<file path="src/sv/adsc_pkg.sv">
`timescale 1ns / 1ps
// Shared types and constants of the assist demand slew controller.
package adsc_pkg;

	localparam int NORM_FRAC_BITS_DEF = 16;

	localparam logic [31:0] RST_ASSIST_RANGE = 32'd183500950;
	localparam logic [15:0] RST_VEL_FS       = 16'd180;
	localparam logic [19:0] RST_ACC_FS       = 20'd2000;
	localparam logic [15:0] RST_CUR_OFF      = 16'd100;
	localparam logic [15:0] RST_CUR_FS       = 16'd5000;
	localparam logic [31:0] RST_WEIGHTS      = 32'd442119002;
	localparam logic [16:0] RST_ALPHA        = 17'd13107;
	localparam logic [19:0] RST_SLEW         = 20'd8000;

	localparam logic [16:0] ALPHA_MIN     = 17'd655;
	localparam logic [16:0] ALPHA_MAX     = 17'd65536;
	localparam logic [19:0] SLEW_DEFAULT  = 20'd100;
	localparam logic [16:0] SPAN_DEFAULT  = 17'd100;
	localparam int          DT_PROD_W     = 40;

	// Division by one million: drop 2^6 first, then multiply by ceil(2^48 / 15625)
	// and keep the bits above 48, which is exact for any 34-bit dividend.
	localparam int          DT_PRE_SHIFT   = 6;
	localparam int          DT_RECIP_W     = 35;
	localparam logic [34:0] DT_RECIP       = 35'd18014398510;
	localparam int          DT_RECIP_SHIFT = 48;

	typedef enum logic [2:0] {
		REG_ASSIST_RANGE = 3'd0,
		REG_VEL_FS       = 3'd1,
		REG_ACC_FS       = 3'd2,
		REG_CUR_OFF      = 3'd3,
		REG_CUR_FS       = 3'd4,
		REG_WEIGHTS      = 3'd5,
		REG_ALPHA        = 3'd6,
		REG_SLEW         = 3'd7
	} reg_idx_t;

	typedef struct packed {
		logic [31:0] assist_range;
		logic [15:0] vel_fs;
		logic [19:0] acc_fs;
		logic [15:0] cur_off;
		logic [15:0] cur_fs;
		logic [31:0] weights;
		logic [16:0] alpha;
		logic [19:0] slew;
	} cfg_t;

	// One classified request as it waits between front and back.
	typedef struct packed {
		logic [15:0] vmag;
		logic [20:0] amag;
		logic [15:0] cmag;
		logic [19:0] dt;
		logic        fwd;
		logic        hold;
	} item_t;

endpackage

</file>
<file path="src/sv/adsc_front.sv">
`timescale 1ns / 1ps
// Front end: accepts requests, takes magnitudes, flags holds, queues them.
module adsc_front (
	input  logic                 clk,
	input  logic                 arst_n,
	input  logic                 in_valid,
	output logic                 in_ready,
	input  logic signed [15:0]   velocity,
	input  logic signed [20:0]   acceleration,
	input  logic signed [15:0]   motor_current,
	input  logic [19:0]          time_step,
	input  logic                 forward,
	output logic                 q_valid,
	input  logic                 q_pop,
	output adsc_pkg::item_t      q_item
);

	adsc_pkg::item_t mem_q [2];
	adsc_pkg::item_t new_item;
	logic            wr_q;
	logic            rd_q;
	logic [1:0]      cnt_q;
	logic            push;
	logic            pop;

	always_comb begin
		new_item.vmag = velocity[15] ? 16'(-velocity) : 16'(velocity);
		new_item.amag = acceleration[20] ? 21'(-acceleration) : 21'(acceleration);
		new_item.cmag = motor_current[15] ? 16'(-motor_current) : 16'(motor_current);
		new_item.dt   = time_step;
		new_item.fwd  = forward;
		new_item.hold = (time_step == 20'd0);
	end

	assign in_ready = (cnt_q != 2'd2);
	assign q_valid  = (cnt_q != 2'd0);
	assign push     = in_valid && in_ready;
	assign pop      = q_pop && q_valid;
	assign q_item   = mem_q[rd_q];

	always_ff @(posedge clk) begin
		if (push) begin
			mem_q[wr_q] <= new_item;
		end
	end

	always_ff @(posedge clk or negedge arst_n) begin
		if (!arst_n) begin
			wr_q  <= 1'b0;
			rd_q  <= 1'b0;
			cnt_q <= 2'd0;
		end else begin
			if (push) begin
				wr_q <= ~wr_q;
			end
			if (pop) begin
				rd_q <= ~rd_q;
			end
			cnt_q <= cnt_q + 2'(push) - 2'(pop);
		end
	end

endmodule

</file>
<file path="config.mk">
export PLATFORM = sky130hd
export DESIGN_NAME = adsc_front
export DESIGN_NICKNAME = d
export VERILOG_FILES = /design/src/sv/adsc_pkg.sv /design/src/sv/adsc_front.sv
export SDC_FILE = /design/constraint.sdc
export NUM_CORES = 1
export LEC_CHECK = 0
export CAP_MARGIN = 20
export CORE_MARGIN = 2
export CORE_UTILIZATION = 45
export CTS_CLUSTER_DIAMETER = 150
export CTS_CLUSTER_SIZE = 24
export DETAILED_ROUTE_END_ITERATION = 6
export DONT_BUFFER_PORTS = 1
export PLACE_DENSITY_LB_ADDON = 0.08
export REMOVE_ABC_BUFFERS = 1
export SYNTH_ARGS = -nofsm -noshare
export SYNTH_HDL_FRONTEND = slang
export SYNTH_SLANG_ARGS = --single-unit
</file>
<file path="constraint.sdc">
create_clock -name clk -period 12.55 [get_ports clk]
set_input_delay 1.255 -clock clk [delete_from_list [all_inputs] [get_ports clk]]
set_output_delay 1.255 -clock clk [all_outputs]
set_load 0.005 [all_outputs]
</file>
# Yosys cells after proc, flatten, opt, wreduce, memory -nomap -nowiden

Memory sizes are Yosys's and may differ from the RTL's.
Cells that the tools add are included.

Register bits after elaboration: 4
Memory bits (writable): 150
Input port bits: 78
Memories: 1

Add/subtract/negate cells: 5
Equality and inequality tests: 1
Mux-type cells: 5
Bitwise gates (word level): 2
Reduce and logical (&&, ||, !) cells: 4

Memories:

| memory | words | bits a word | rd ports | clocked after memory_dff | wr ports | RTL line         | text |
|---|---|---|---|---|---|---|---|
| mem_q  | 2     | 75          | 1        | 0                        | 1        | adsc_front.sv:18 | `adsc_pkg::item_t mem_q [2];` |

Operators by type and width:

| operator                                      | number |
|---|---|
| 2-to-1 mux 16 bit                             | 2 |
| negation 16 bit                               | 2 |
| 2-to-1 mux 21 bit                             | 1 |
| negation 21 bit                               | 1 |
| zero test 20 bit                              | 1 |
| adder 2 x 1 -> 2 bit                          | 1 |
| logical AND 1 bit                             | 2 |
| 2-to-1 mux 1 bit                              | 2 |
| inequality test 2 bit (second input constant) | 1 |
| inverter 1 bit                                | 2 |
| nonzero test 2 bit                            | 1 |
| subtractor 2 x 1 -> 2 bit                     | 1 |

# Longest topological paths before layout

Depth in word-level cells: 4
Depth in mapped cells: 7

# Worst setup path after synthesis

Ideal clock, no wire load.

Path type: input port to flip-flop
Start: input port in_valid
End: memory mem_q[0][0] in the netlist's numbering, enable pin
Data arrival time: 4.480 ns
Required time: 12.041 ns
Setup slack: 7.562 ns
Stages on the path: 2
Path through: nand2_1 nor2_1

Word-level cells in the longest chain between the ends: 3

Ends and longest elaborated chain:

| what                                   | RTL line         | text |
|---|---|---|
| start: declaration                     | adsc_front.sv:6  | `input logic in_valid,` |
| logical AND 1 bit                      | adsc_front.sv:37 | `assign push = in_valid && in_ready;` |
| 2-to-1 mux 1 bit                       | adsc_front.sv:42 | `if (push) begin` |
| 2-to-1 mux 1 bit (implied by the code) | adsc_front.sv:43 | `mem_q[wr_q] <= new_item;` |
| end: declaration                       | adsc_front.sv:18 |  |

Every way passes these cells.

==> reports/results.ini <==
[global_route]
grt_pass1_wl_mm = 19.0
grt_max_degree = 77
globalRouteTotalUtil = 0.157
antenna_found_initial = 0
grt_remaining_overflow = 0
grt_pass1_vias = 3540

[setup_path]
worstSetupEndpointType = output pin
r2r_start = cnt_q[1]$_DFF_PN0_
cp_top_family = flip-flops
cp.arrival_ps = 2020
crit_type = reg -> out
crit_slowest_cell = dfrtp_4
r2r_end = mem_q[0][74]$_DFFE_PP_
critPathMaxFanout = 76
rr_worst_depth = 4
r2r_setup_slack_ps = 10520
critical_path.max_stage_delay_ps = 1120
path_buf_inv = 0
cp_data_required_time_ps = 11300
start_kind = register
path_cells = mux2_2

[detailed_routing]
drcViolationCount = 0
topRoutingLayerUsed = met4
ant_nets = 0
totalWireLength_mm = 12.2
met1_length_mm = 5.08
wl_met3_um = 928
wire_per_inst_um = 19.8
vias_per_cell = 5.45
initialDrtViolationCount = 167
wl_met2_mm = 6.07
firstDrtPassIters = 4
via_count = 3371

[pwr]
p_comb_frac = 0.197
seqPwrFrac = 0.494
p_sw_frac = 0.267
power_frac_clock = 0.310
power_leakage_nw = 2.41
p_int_mw = 1.17
irDropWorstVdd_uv = 139
power_mw = 1.60
p_sw_uw = 426
power_per_cell_area_nw_per_um2 = 213

[logic_synthesis]
yosysTopAreaCellShare = 0.674
ys_ff_latch = 154
synthArstFlopShare = 0.0260
ys_types = 36
synth_warnings = 0
synthFlopType = edfxtp_1
syn_area_um2 = 6680
yosysTopAreaCell = edfxtp_1
synth_edf_count = 150
synth_area_per_cell_um2 = 16.2
synthCells = 412
synth_area_leaders = edfxtp_1 67%, mux2_2 13%, xnor2_1 6.0%
yosysSeqAreaShare = 0.689

[clock_tree]
clk_pin_slew_ps = 60
cts.sinks = 154
clockBufferDepth = 2
clock_latency_ps = 410
cts_buffers = 17
postCtsSetupBuffers = 0
htreeDepth = 4
cts_tree = yes
postCtsHoldBufs = 0
cts_resized = 0
cts_root_buffer = clkbuf_16

[layout]
drive_above_1_share = 0.279
n_antenna_cell = 0
post-route-util = 0.515
seq_area_um2 = 4610
area_growth_pct = 12.0
multi_input_area_um2 = 2010
fill_cells = 1265
final_cells = 618
fin_nets = 504

[floorplan]
die_area_um2 = 15800
coreArea_um2 = 14500
std_cell_rows = 44
die_h_um = 126
io_pins = 155
initial_core_util = 0.460
die_w_um = 126

[timing]
fin_skew_ps = 4.97
setup_tns_ps = 0
setup_violations = 0
period_needed_ps = 3280
setup_slack_ps = 9270
relSlewSlack = 0.301
fin_crit_sh = 0.261
finalHoldViolations = 0
fmax_ghz = 0.305
drv_slew = 0
tightest_slew_ps = 1050
rsz0062_at_grt = no

[place]
port_buffers = 0
place_ws_ps = 9660
dp_cells = 585
hpwlAfterDp_mm = 7.93
gp_congestion = 0.714

[run_status]
status = complete, no violations

[job]
maxCapViolations = 0

[min_path]
hp-class = in -> async

-- layout make-up --
class | instances | share of cell area
clock buffers | 21 | 0.0615
clock inverters | 11 | 0.0160
inverters | 9 | 0.00451
multi-input cells | 237 | 0.268
flip-flops and latches | 154 | 0.616
well taps | 184 | 0.0308
repair buffers | 2 | 0.00368
-- cells in the final DEF (no fill, tap or decap), drive strengths merged --
cell type,Yosys,layout
and2,1,1
inv,9,10
nand2,25,25
nand4,5,5
o21ai,13,13
mux2,75,75
nor2,10,10
ha,5,5
nand3,5,5
or4,2,2
or3,2,2
bufinv,0,2
clkinv,0,5
o31ai,15,15
clkbuf,4,21
a21oi,1,1
clkinvlp,0,3
xor2,2,2
nand2b,7,7
xnor2,46,46
dfrtp,4,4
buf,8,2
nor4,11,11
edfxtp,150,150
or2,2,2
nor3,5,5
and3,1,1
o41ai,4,4
-- worst max path at each step --
stage                                 from               endpoint  slack (ps)  cells after the start
after global placement    rd_q$_DFFE_PN0P_             q_item[54]        9660                      1
final                     rd_q$_DFFE_PN0P_             q_item[54]        9270                      1
after CTS                 rd_q$_DFFE_PN0P_             q_item[54]        9200                      1
after floorplan                   in_valid  mem_q[0][0]$_DFFE_PP_        7560                      2
after detailed placement  rd_q$_DFFE_PN0P_             q_item[54]        9660                      1
after global routing      rd_q$_DFFE_PN0P_             q_item[30]        9120                      1
-- state kept, by name, summed over array words and instances (netlist names) --
name and flops:
rd_q 1, cnt_q 2, wr_q 1, mem_q 150
-- metal layers --
layer,global-route usage,vias up
met5,0,-
met4,0.0517,0
met3,0.0739,12
met2,0.256,96
met1,0.186,1673
li1,-,1590
-- cells by family (layout without fill, tap and decap cells) --
logic type | after synthesis | after routing | synth area share
adder cells (fa/ha/maj) | 5 | 5 | 0.00936
multiplexers | 75 | 75 | 0.126
AND/OR/NAND/NOR | 76 | 76 | 0.0639
XOR/XNOR | 48 | 48 | 0.0629
flip-flops | 154 | 154 | 0.689
buffers and inverters | 21 | 43 | 0.0125
AO/OA/AOI/OAI | 33 | 33 | 0.0358
-- power groups by stage --
stage	logic, mW	clock network, mW	registers, mW
final	0.314	0.494	0.787
after CTS	0.319	0.508	0.795
after detailed placement	0.317	0	0.805
after global placement	0.316	0	0.801
after global routing	0.341	0.526	0.806
after floorplan	0.256	0	0.782
-- Yosys cell counts, types with 5 or more instances --
| cell | instances |
|---|---|
| edfxtp_1 | 150 |
| mux2_2 | 75 |
| xnor2_1 | 46 |
| nand2_1 | 25 |
| o31ai_1 | 14 |
| nor2_1 | 10 |
| o21ai_0 | 10 |
| inv_1 | 9 |
| nor4_1 | 9 |
| nand2b_1 | 7 |
| ha_1 | 5 |
-- metrics by stage --
step           hold slack, ps  area [um^2]
3_3_place_gp              502         6890
4_1_cts                   508         7470
2_1_floorplan             461         6630
5_1_grt                   501         7490
3_5_place_dp              519         6890
6_report                  526         7490
Power figures use the tool's default switching activity.
